### config.mk
export PLATFORM = sky130hd
export DESIGN_NAME = aging_page_replacement
export DESIGN_NICKNAME = d
export VERILOG_FILES = /design/src/hw/rtl/apr_pkg.sv /design/src/hw/rtl/aging_page_replacement.sv
export SDC_FILE = /design/constraint.sdc
export NUM_CORES = 2
export LEC_CHECK = 0
export BUFFER_PORTS_ARGS = -buffer_cell sky130_fd_sc_hd__clkbuf_2
export CAP_MARGIN = 20
export CORE_AREA = 2 2 467 655
export DETAILED_ROUTE_END_ITERATION = 10
export DIE_AREA = 0 0 469 657
export HOLD_SLACK_MARGIN = 0.15
export PLACE_DENSITY_LB_ADDON = 0.15
export SLEW_MARGIN = 20
export SYNTH_ARGS = -nofsm -noshare
export SYNTH_HDL_FRONTEND = slang
export SYNTH_MEMORY_MAX_BITS = 65536
export SYNTH_SLANG_ARGS = --single-unit
export TNS_END_PERCENT = 100
### constraint.sdc
create_clock -name clock -period 6.6 [get_ports clock]
set_clock_uncertainty 0.15 [all_clocks]
set_input_delay 1.65 -clock clock [delete_from_list [all_inputs] [get_ports clock]]
set_output_delay 1.65 -clock clock [all_outputs]
set_load 0.01 [all_outputs]
### src/hw/rtl/apr_pkg.sv
package apr_pkg;

   // Operation codes carried by req_opcode.
   localparam logic [1:0] OP_REFERENCE = 2'd0;
   localparam logic [1:0] OP_MAP       = 2'd1;
   localparam logic [1:0] OP_VICTIM    = 2'd2;

   // Frame count register value after reset.
   localparam logic [7:0] FRAMES_RESET = 8'd128;

   typedef enum logic [2:0] {
      ST_CLEAR,
      ST_IDLE,
      ST_MOD,
      ST_SCAN,
      ST_DRAIN
   } state_type;

endpackage

### src/hw/rtl/aging_page_replacement.sv
// Aging page replacement engine. A reference or map beat is taken while busy is low and gives no
// result. A victim beat keeps busy high through the modulo, scan and drain states, where n is the
// effective frame count (frames_in_use clipped to 1..NUM_FRAMES) and FW is clog2(NUM_FRAMES): the
// modulo state reduces the scan head modulo n one bit at a time over its FW bits, then the scan
// state streams every frame in use through a single read port of the age and referenced-bit
// memories, each frame being aged, written back and compared as it comes out, and the drain state
// takes the last read. The result appears on rsp_victim_frame and rsp_victim_age for exactly one
// cycle with rsp_strobe high, in the cycle busy falls; it is not held, so the receiver must take it
// then. After reset, busy stays high while both memories are cleared one entry per cycle. The
// configuration channel is always ready; write it only while busy is low and no result is due.
module aging_page_replacement
   import apr_pkg::*;
#(
   parameter int NUM_FRAMES = 128,
   parameter int AGE_BITS   = 32
) (
   input  logic        clock,
   input  logic        reset,
   input  logic        start,
   output logic        busy,
   input  logic [1:0]  req_opcode,
   input  logic [6:0]  req_frame_index,
   output logic        rsp_strobe,
   output logic [6:0]  rsp_victim_frame,
   output logic [31:0] rsp_victim_age,
   input  logic        csr_valid,
   output logic        csr_ready,
   input  logic [7:0]  csr_frames_in_use
);

   // Frame address width, frame count width, remainder width and step count width for the modulo unit.
   localparam int FW = $clog2(NUM_FRAMES);
   localparam int CW = $clog2(NUM_FRAMES + 1);
   localparam int RW = CW + 1;
   localparam int SW = $clog2(FW + 1);

   localparam logic [FW-1:0] CLR_LAST  = FW'(NUM_FRAMES - 1);
   localparam logic [SW-1:0] STEP_LAST = SW'(FW - 1);

   // The state lives in two memories: the age of each frame, and its referenced bit.
   logic [AGE_BITS-1:0] age_mem [NUM_FRAMES];
   logic                ref_mem [NUM_FRAMES];

   state_type state_ff, state_in;

   logic [7:0]          fiu_ff;
   logic [CW-1:0]       n_ff;
   logic [FW-1:0]       head_ff, head_in;
   logic [FW-1:0]       clr_ff;

   // Modulo unit: restoring division of the head by the frame count.
   logic [FW-1:0]       hsh_ff;
   logic [RW-1:0]       rem_ff, rem_in;
   logic [SW-1:0]       step_ff;

   // Scan sequencer and read pipeline.
   logic [FW-1:0]       f_ff;
   logic [CW-1:0]       iss_ff;
   logic                vld_ff;
   logic [FW-1:0]       raddr_q_ff;
   logic [AGE_BITS-1:0] age_rd_ff;
   logic                ref_rd_ff;
   logic                first_ff;

   logic [FW-1:0]       best_idx_ff, best_idx_in;
   logic [AGE_BITS-1:0] best_age_ff, best_age_in;

   logic                rsp_strobe_ff;
   logic [6:0]          rsp_frame_ff;
   logic [31:0]         rsp_age_ff;

   logic [CW-1:0]       n_cfg;
   logic                accept;
   logic                idx_ok;
   logic [RW-1:0]       r_sh;
   logic [AGE_BITS-1:0] aged;
   logic                take;
   logic [FW-1:0]       f_next;

   logic                age_we, ref_we;
   logic [FW-1:0]       age_wa, ref_wa;
   logic [AGE_BITS-1:0] age_wd;
   logic                ref_wd;

   // A count of zero acts as one, and a count above the table acts as the table size.
   always_comb begin
      if (fiu_ff == 8'd0) begin
         n_cfg = CW'(1);
      end else if (32'(fiu_ff) > NUM_FRAMES) begin
         n_cfg = CW'(NUM_FRAMES);
      end else begin
         n_cfg = CW'(fiu_ff);
      end
   end

   assign accept = start && !busy;
   assign idx_ok = 32'(req_frame_index) < 32'(n_cfg);

   // Next state.
   always_comb begin
      state_in = state_ff;
      case (state_ff)
         ST_CLEAR: begin
            if (clr_ff == CLR_LAST) state_in = ST_IDLE;
         end
         ST_IDLE: begin
            if (accept && req_opcode == OP_VICTIM) state_in = ST_MOD;
         end
         ST_MOD: begin
            if (step_ff == STEP_LAST) state_in = ST_SCAN;
         end
         ST_SCAN: begin
            if (iss_ff == n_ff - CW'(1)) state_in = ST_DRAIN;
         end
         ST_DRAIN: begin
            state_in = ST_IDLE;
         end
         default: begin
            state_in = ST_IDLE;
         end
      endcase
   end

   // Outputs and memory write controls.
   always_comb begin
      busy   = (state_ff != ST_IDLE);
      age_we = 1'b0;
      ref_we = 1'b0;
      age_wa = raddr_q_ff;
      ref_wa = raddr_q_ff;
      age_wd = aged;
      ref_wd = 1'b0;
      if (vld_ff) begin
         // Write back the aged frame and clear its referenced bit.
         age_we = 1'b1;
         ref_we = 1'b1;
      end else begin
         case (state_ff)
            ST_CLEAR: begin
               age_we = 1'b1;
               ref_we = 1'b1;
               age_wa = clr_ff;
               ref_wa = clr_ff;
               age_wd = '0;
            end
            ST_IDLE: begin
               age_wa = FW'(req_frame_index);
               ref_wa = FW'(req_frame_index);
               age_wd = '0;
               ref_wd = 1'b1;
               if (accept && idx_ok) begin
                  age_we = (req_opcode == OP_MAP);
                  ref_we = (req_opcode == OP_MAP) || (req_opcode == OP_REFERENCE);
               end
            end
            default: begin
               age_we = 1'b0;
            end
         endcase
      end
   end

   // Datapath: modulo step, aging of the frame just read, and the running minimum.
   always_comb begin
      r_sh   = {rem_ff[RW-2:0], hsh_ff[FW-1]};
      rem_in = (r_sh >= RW'(n_ff)) ? (r_sh - RW'(n_ff)) : r_sh;

      aged = {ref_rd_ff, age_rd_ff[AGE_BITS-1:1]};
      take = first_ff || (aged < best_age_ff);
      best_idx_in = best_idx_ff;
      best_age_in = best_age_ff;
      if (vld_ff && take) begin
         best_idx_in = raddr_q_ff;
         best_age_in = aged;
      end

      f_next  = (CW'(f_ff) + CW'(1) == n_ff) ? '0 : f_ff + FW'(1);
      head_in = (CW'(best_idx_in) + CW'(1) == n_ff) ? '0 : best_idx_in + FW'(1);
   end

   // Memories: one write port and one registered read port each.
   always_ff @(posedge clock) begin
      if (age_we) age_mem[age_wa] <= age_wd;
      if (ref_we) ref_mem[ref_wa] <= ref_wd;
      age_rd_ff <= age_mem[f_ff];
      ref_rd_ff <= ref_mem[f_ff];
   end

   // Control registers.
   always_ff @(posedge clock) begin
      if (reset) begin
         state_ff      <= ST_CLEAR;
         clr_ff        <= '0;
         vld_ff        <= 1'b0;
         rsp_strobe_ff <= 1'b0;
         head_ff       <= '0;
         fiu_ff        <= FRAMES_RESET;
      end else begin
         state_ff      <= state_in;
         vld_ff        <= (state_ff == ST_SCAN);
         rsp_strobe_ff <= (state_ff == ST_DRAIN);
         if (csr_valid && csr_ready) fiu_ff <= csr_frames_in_use;
         if (state_ff == ST_CLEAR) clr_ff <= clr_ff + FW'(1);
         if (state_ff == ST_DRAIN) head_ff <= head_in;
      end
   end

   // Payload and sequencing registers; every one is loaded before it is used.
   always_ff @(posedge clock) begin
      raddr_q_ff  <= f_ff;
      best_idx_ff <= best_idx_in;
      best_age_ff <= best_age_in;
      if (vld_ff) first_ff <= 1'b0;
      case (state_ff)
         ST_IDLE: begin
            n_ff    <= n_cfg;
            hsh_ff  <= head_ff;
            rem_ff  <= '0;
            step_ff <= '0;
         end
         ST_MOD: begin
            hsh_ff   <= hsh_ff << 1;
            rem_ff   <= rem_in;
            step_ff  <= step_ff + SW'(1);
            f_ff     <= FW'(rem_in);
            iss_ff   <= '0;
            first_ff <= 1'b1;
         end
         ST_SCAN: begin
            f_ff   <= f_next;
            iss_ff <= iss_ff + CW'(1);
         end
         ST_DRAIN: begin
            rsp_frame_ff <= 7'(best_idx_in);
            rsp_age_ff   <= 32'(best_age_in);
         end
         default: begin
            step_ff <= step_ff;
         end
      endcase
   end

   assign csr_ready        = 1'b1;
   assign rsp_strobe       = rsp_strobe_ff;
   assign rsp_victim_frame = rsp_frame_ff;
   assign rsp_victim_age   = rsp_age_ff;

   // A result always follows the drain cycle of a scan, never two in a row.
   a_rsp_after_drain: assert property (@(posedge clock) disable iff (reset)
      rsp_strobe |-> $past(state_ff == ST_DRAIN))
      else $error("result strobe without a finished scan");

   a_rsp_single: assert property (@(posedge clock) disable iff (reset)
      rsp_strobe |=> !rsp_strobe)
      else $error("result strobe held for more than one cycle");

   // The scan address stays inside the frames in use.
   a_scan_in_range: assert property (@(posedge clock) disable iff (reset)
      (state_ff == ST_SCAN) |-> (CW'(f_ff) < n_ff))
      else $error("scan address beyond frame count");

   // The partial remainder of the modulo unit stays below the divisor.
   a_rem_bound: assert property (@(posedge clock) disable iff (reset)
      (state_ff == ST_MOD) |-> (rem_ff < RW'(n_ff)))
      else $error("modulo remainder out of range");

   // Read data is valid exactly in the cycle after a scan read was issued.
   a_read_pipe: assert property (@(posedge clock) disable iff (reset)
      (state_ff == ST_SCAN) |=> vld_ff)
      else $error("scan read lost in the pipeline");

endmodule

; Yosys cells after proc, flatten, opt, wreduce, memory -nomap -nowiden
; Memory sizes are Yosys's and may differ from the RTL's. A register that Yosys moved wholly into a read port is not among the register bits.
; Index checks and enable logic that the tools add are counted.
[word_totals]
ff_bits = 154
output_inout_bits = 42
n_memories = 2
mem_bits_rw = 4224
word_cells = 96
[op_classes]
mux = 33
n_addsub = 9
reduce_logical = 14
n_eq_ne = 16
magnitude_cmp = 4
[memory_table]
columns = name, depth, width, rd, rd_ports_with_merged_regs, write_ports, line_no
row1 = age_mem, 128, 32, 1, 1, 1, aging_page_replacement.sv:41  ; logic [AGE_BITS-1:0] age_mem [NUM_FRAMES];
row2 = ref_mem, 128, 1, 1, 1, 1, aging_page_replacement.sv:42  ; logic ref_mem [NUM_FRAMES];
[op_table]
columns = operator, n
row1 = two-way mux 32 bit, 3
row2 = one-hot mux 7 bit (2 select lines), 3
row3 = less-than comparator 32 bit, 1
row4 = one-hot mux 8 bit (2 select lines), 2
row5 = two-way mux 7 bit, 4
row6 = equality test 8 bit, 3
row7 = two-way mux 8 bit, 3
row8 = adder 7 x 1 -> 7 bit (second input constant), 3
row9 = adder 7 x 1 -> 8 bit (second input constant), 2
row10 = two-way mux 3 bit, 4
row11 = one-hot mux 3 bit (4 select lines), 1
row12 = two-way mux 1 bit, 10
row13 = greater-or-equal comparator 9 x 8 -> 1 bit, 1
row14 = adder 8 x 1 -> 8 bit (second input constant), 1
row15 = greater-than comparator 8 bit (second input constant), 1
row16 = zero test 8 bit, 1
row17 = less-than comparator 7 x 8 -> 1 bit, 1
row18 = inequality test 2 bit (second input constant), 4
row19 = subtractor 8 x 1 -> 8 bit (second input constant), 1
row20 = subtractor 8 bit, 1
row21 = equality test 7 bit (second input constant), 1
row22 = equality test 3 x 2 -> 1 bit (second input constant), 2
row23 = equality test 3 bit (second input constant), 2
row24 = one-hot mux 3 bit (2 select lines), 1
row25 = 14 further kinds, 20

; Longest topological paths before layout
[logic_depth]
ltp_word = 10
mapped_depth = 19
depth_no_buf = 17

; Worst setup path after synthesis
; Ideal clock, no wire load.
[synth_path]
path_kind = input to register
start = input port req_frame_index[1]
end = memory age_mem[106][10] (enable)
t_arrival_ps = 4693
slack_ps = 1338
path_stages = 10
cell_sequence = ha_1 > o31a_1 > o21a_1 > o21ai_0 > a21oi_1 > o21ai_1 > buf_2 > nand3_1 > clkbuf_1 > nor2_1
[synth_via]
elab_chain_cells = 7
elab_cells_between_ends = 9
classes_between = order compare: 1 / mux: 7 / reduce/logical: 1
[synth_lines]
columns = item, line_no
row1 = start: declaration, aging_page_replacement.sv:22  ; input logic [6:0] req_frame_index,
row2 = less-than comparator 7 x 8 -> 1 bit, aging_page_replacement.sv:97  ; assign idx_ok = 32'(req_frame_index) < 32'(n_cfg);
row3 = logical AND 1 bit, aging_page_replacement.sv:151  ; if (accept && idx_ok) begin
row4 = two-way mux 1 bit, aging_page_replacement.sv:151
row5 = one-hot mux 1 bit (2 select lines), aging_page_replacement.sv:138  ; case (state_ff)
row6 = two-way mux 1 bit, aging_page_replacement.sv:133  ; if (vld_ff) begin
row7 = two-way mux 1 bit, aging_page_replacement.sv:183  ; if (age_we) age_mem[age_wa] <= age_wd;
row8 = two-way mux 1 bit (implied by the code), aging_page_replacement.sv:183
row9 = end: declaration, aging_page_replacement.sv:41
; Several ways; a longest one is shown, not always the timed one.

; Worst setup path in the final report
[layout_path]
start = register age_rd_ff[31] (read register of age_mem)
end = register head_ff[3]
[layout_via]
elab_chain_cells = 7
elab_cells_between_ends = 8
classes_between = add/sub: 2 / order compare: 1 / eq/ne: 1 / mux: 2 / reduce/logical: 2
[layout_lines]
columns = item, line_no
row1 = start: declaration, aging_page_replacement.sv:61  ; logic [AGE_BITS-1:0] age_rd_ff;
row2 = less-than comparator 32 bit (*), aging_page_replacement.sv:169  ; take = first_ff || (aged < best_age_ff);
row3 = logical OR 1 bit (*), aging_page_replacement.sv:169
row4 = logical AND 1 bit (*), aging_page_replacement.sv:172  ; if (vld_ff && take) begin
row5 = two-way mux 7 bit (*), aging_page_replacement.sv:172
row6 = net best_idx_in[0], aging_page_replacement.sv:65  ; logic [FW-1:0] best_idx_ff, best_idx_in;
row7 = adder 7 x 1 -> 8 bit, aging_page_replacement.sv:178  ; head_in = (CW'(best_idx_in) + CW'(1) == n_ff) ? '0 : best_idx_in + FW'(1);
row8 = equality test 8 bit, aging_page_replacement.sv:178
row9 = two-way mux 7 bit (*), aging_page_replacement.sv:178
row10 = end signal: assignment, aging_page_replacement.sv:204  ; if (state_ff == ST_DRAIN) head_ff <= head_in;
row11 = end: declaration, aging_page_replacement.sv:48  ; logic [FW-1:0] head_ff, head_in;
; Mark *: on every way through the listed nets, which the timed path passes. The rest lies on a longest branch.
; A chain may end at the register's enable or synchronous reset.

==> impl_results.md <==
* Crit path DAT at 5650 ps
* Initial core utilization at 54.9%
* Most frequent cell after synthesis: edfxtp_1
* Synth Warn # at 0
* Flop-to-flop setup slack at 1580 ps
* Reported max-cap violation count at 0
* CP Cell Sequence: ha_1, nand4_1, nor4_1, nand3_1, a31oi_1, o21ai_0, nand2_1, ha_1, nand3_1, nor2_1, xnor2_1, o21ai_0, a21oi_1, o22ai_1, nor4_2, o21ai_0
* Status: finished, final reports clean
* Net count after synthesis at 7,764
* Seq. cell area at 0.128 sq mm
* Clk pwr share at 30.0%
* Post-CTS Setup Bufs at 0
* Initial antenna violation count at 37
* Critical Path Sink Type: register
* Reg-to-Reg End: head_ff[3]$_SDFFE_PP0P_
* Die area at 0.308 sq mm
* Vias in the first global route at 80,700
* Post-synth top area cell: edfxtp_1
* 1st-pass router iterations at 9
* Hold Path Stages at 2
* Worst setup SP type: register
* Worst IR Drop VDD at 483 uV
* Wire length per cell at 37.6 microns
* RePlAce Congestion at 0.925
* Die width at 469 microns
* PwrDens at 402 mW/mm^2
* Port bufs at 61
* Largest net degree at the start of global routing at 132
* Starting DRT DRC Count at 11,900
* Num CTS Buffers at 385
* Vias at 81,800
* Worst-Skew Late Latency at 940 ps
* Worst EP required at 7230 ps
* Register share of total power at 44.3%
* Yosys top cell area share at 75.7%
* Most common flop cell mapped by yosys: edfxtp_1
* F_max at 0.199 GHz
* DR DRC count at 0
* CTS tree: built
* Sw power at 23.5 mW
* Relative slew slack at 19.2%
* Final Cell Area at 0.186 sq mm
* Max Transition Viols Final at 0
* Seq/Total Area, Yosys at 77.0%
* Cell area after synthesis at 0.166 sq mm
* Worst Hold Class: reg2reg
* Reg2reg start: age_rd_ff[31]$_DFF_P_
* Post-synth EDFFs at 4,176
* Post-CTS sizing at 0
* Post-Synthesis Cells at 7,690
* WHS Endpoint: head_ff[1]$_SDFFE_PP0P_
* Core Box Area at 0.302 sq mm
* DP HPWL at 287,000 microns
* Hold Buf Count CTS at 0
* Clk root buf: clkbuf_16
* Asr flop ratio synth at 0%
* Routed WL at 463,000 microns
* Tot GR Track Use at 30.0%
* Internal Power at 51.3 mW
* Nets at 8,065
* Setup Viol. Count Final at 0
* Hold path start: head_ff[1]$_SDFFE_PP0P_
* Most frequent CP cell: o21ai_0
* Area of the multi-input gates at 0.0372 sq mm
* Comb pwr share at 25.6%
* Die Ht at 657 microns
* Setup TNS at 0 ps
* Sw Ratio at 31.4%
* Filler cells at 20,500
* Slowest stage delay, CP at 600 ps
* Area of placed instances at 0.173 sq mm
* Reg2Reg Depth at 16
* Hold slack at 318 ps
* Final design utilization at 61.6%
* GR Overflow Total at 0
* Synth cell types at 67
* Yosys reg bits at 4,282
* Synth area leaders: edfxtp_1, mux4_2, mux2i_1
* Worst-margin pin slew at 1190 ps
* Leakage dissipation at 59.7 nW
* Antenna violation net count after detailed routing at 0
* Vias per inst at 6.64
* Top cells by count, synth: edfxtp_1, mux4_2, mux2i_1
* First-pass GRT wire length at 637,000 microns
* I/O pins at 63
* Crit path kind: reg2reg
* Slowest CP cell: a31oi_1
* Cell row count at 239
* Worst-case clock buffer depth at 4
* Clock-pin slew on the worst setup and hold paths at 60 ps
* Avg Synthesized Cell Area at 21.5 sq um
* # clock sinks at 4,282
* Synth-to-layout area growth at 12.2%
* Crit path time final at 5020 ps
* Share of layout cells above drive strength 1 at 25.7%
* Critical Path Fanout Max at 7
* Final hold vios at 0
* Final period util at 76.1%
* H-tree levels at 5
* RSZ-0062 raised after global routing: no
## how the worst max path moves through the flow
stage                            startpoint                         end  slack (ps)  cells after the start
floorplan                req_frame_index[1]  age_mem[106][10]$_DFFE_PP_        1340                     10
global placement         req_frame_index[1]  age_mem[105][15]$_DFFE_PP_        1190                     11
detailed placement       req_frame_index[5]    age_mem[41][4]$_DFFE_PP_        1270                     10
CTS                 best_age_ff[27]$_DFF_P_     head_ff[3]$_SDFFE_PP0P_        1750                     17
global route        best_age_ff[31]$_DFF_P_     head_ff[3]$_SDFFE_PP0P_        1140                     17
finish                age_rd_ff[31]$_DFF_P_     head_ff[3]$_SDFFE_PP0P_        1580                     16
## layout make-up
cell class | instances | share of cell area [%]
Antenna cell | 48 | 0.0646
Clock buffer | 476 | 5.51
Tap cell | 3976 | 2.68
Timing Repair Buffer | 354 | 1.88
Multi-Input combinational cell | 2904 | 20.0
Clock inverter | 207 | 1.15
Inverter | 64 | 0.137
Sequential cell | 4282 | 68.6
## layout by cell type, fill, tap and decap left out, types with 61 or more instances in the layout
| cell type | n |
|---|---|
| edfxtp_1 | 4176 |
| mux4_2 | 1020 |
| mux2i_1 | 399 |
| clkbuf_16 | 395 |
| nor2_1 | 253 |
| buf_4 | 220 |
| o221ai_1 | 196 |
| nand2_1 | 167 |
| a21oi_1 | 146 |
| nor2_4 | 130 |
| dfxtp_1 | 106 |
| clkinv_1 | 82 |
| o22ai_1 | 77 |
| clkbuf_1 | 76 |
| clkbuf_2 | 61 |
## cell families (layout without fill, tap and decap cells)
group	Yosys count	in the layout	share of synthesized area, %
AO/OA/AOI/OAI	612	612	2.58
other	1	49	0.00226
AND/OR/NAND/NOR	734	734	1.89
multiplexers	1452	1452	16.5
adder cells (fa/ha/maj)	53	53	0.405
XOR/XNOR	52	52	0.275
buffers and inverters	504	1101	1.38
flip-flops	4282	4282	77.0
## critical path: cells and delay by family, from the launching register on
kind,cells,cell delay [ps]
AND/OR/NAND/NOR,7,1940
adder cells (fa/ha/maj),2,690
XOR/XNOR,1,140
AO/OA/AOI/OAI,6,1530
flip-flops,1,380
## state kept, by name, summed over array words and instances, names as in the netlist, 3 cells and up
name and flops:
rsp_victim_frame 7, age_mem 3968, age_rd_ff 31, fiu_ff 8
ref_mem 128, raddr_q_ff 7, state_ff 3, f_ff 7
hsh_ff 7, iss_ff 8, best_idx_ff 7, best_age_ff 32
clr_ff 7, rsp_victim_age 32, n_ff 8, rem_ff 8
head_ff 7, step_ff 3
## power groups by stage
stage | sequential, mW | combinational, mW | clock (mW)
2_1_floorplan | 33.8 | 9.69 | 0
4_1_cts | 33.2 | 19.0 | 22.6
6_report | 33.2 | 19.2 | 22.5
5_1_grt | 33.2 | 19.5 | 23.6
3_5_place_dp | 33.7 | 19.0 | 0
3_3_place_gp | 33.7 | 18.6 | 0
## stage by stage
stage          worst slack (ps)  power, mW  cells
2_1_floorplan              1340       43.5   7690
6_report                   1580       74.8  12300
5_1_grt                    1140       76.3  12300
4_1_cts                    1750       74.8  12300
3_5_place_dp               1270       52.7  11600
3_3_place_gp               1190       52.4  11600
## metal layers
metal | routed length, microns | track usage, %
met3 | 38500 | 4.64
met1 | 166000 | 39.6
met4 | 31100 | 17.1
met5 | 77 | 0
met2 | 227000 | 47.9
No activity file was read; power rests on OpenSTA's default activity.
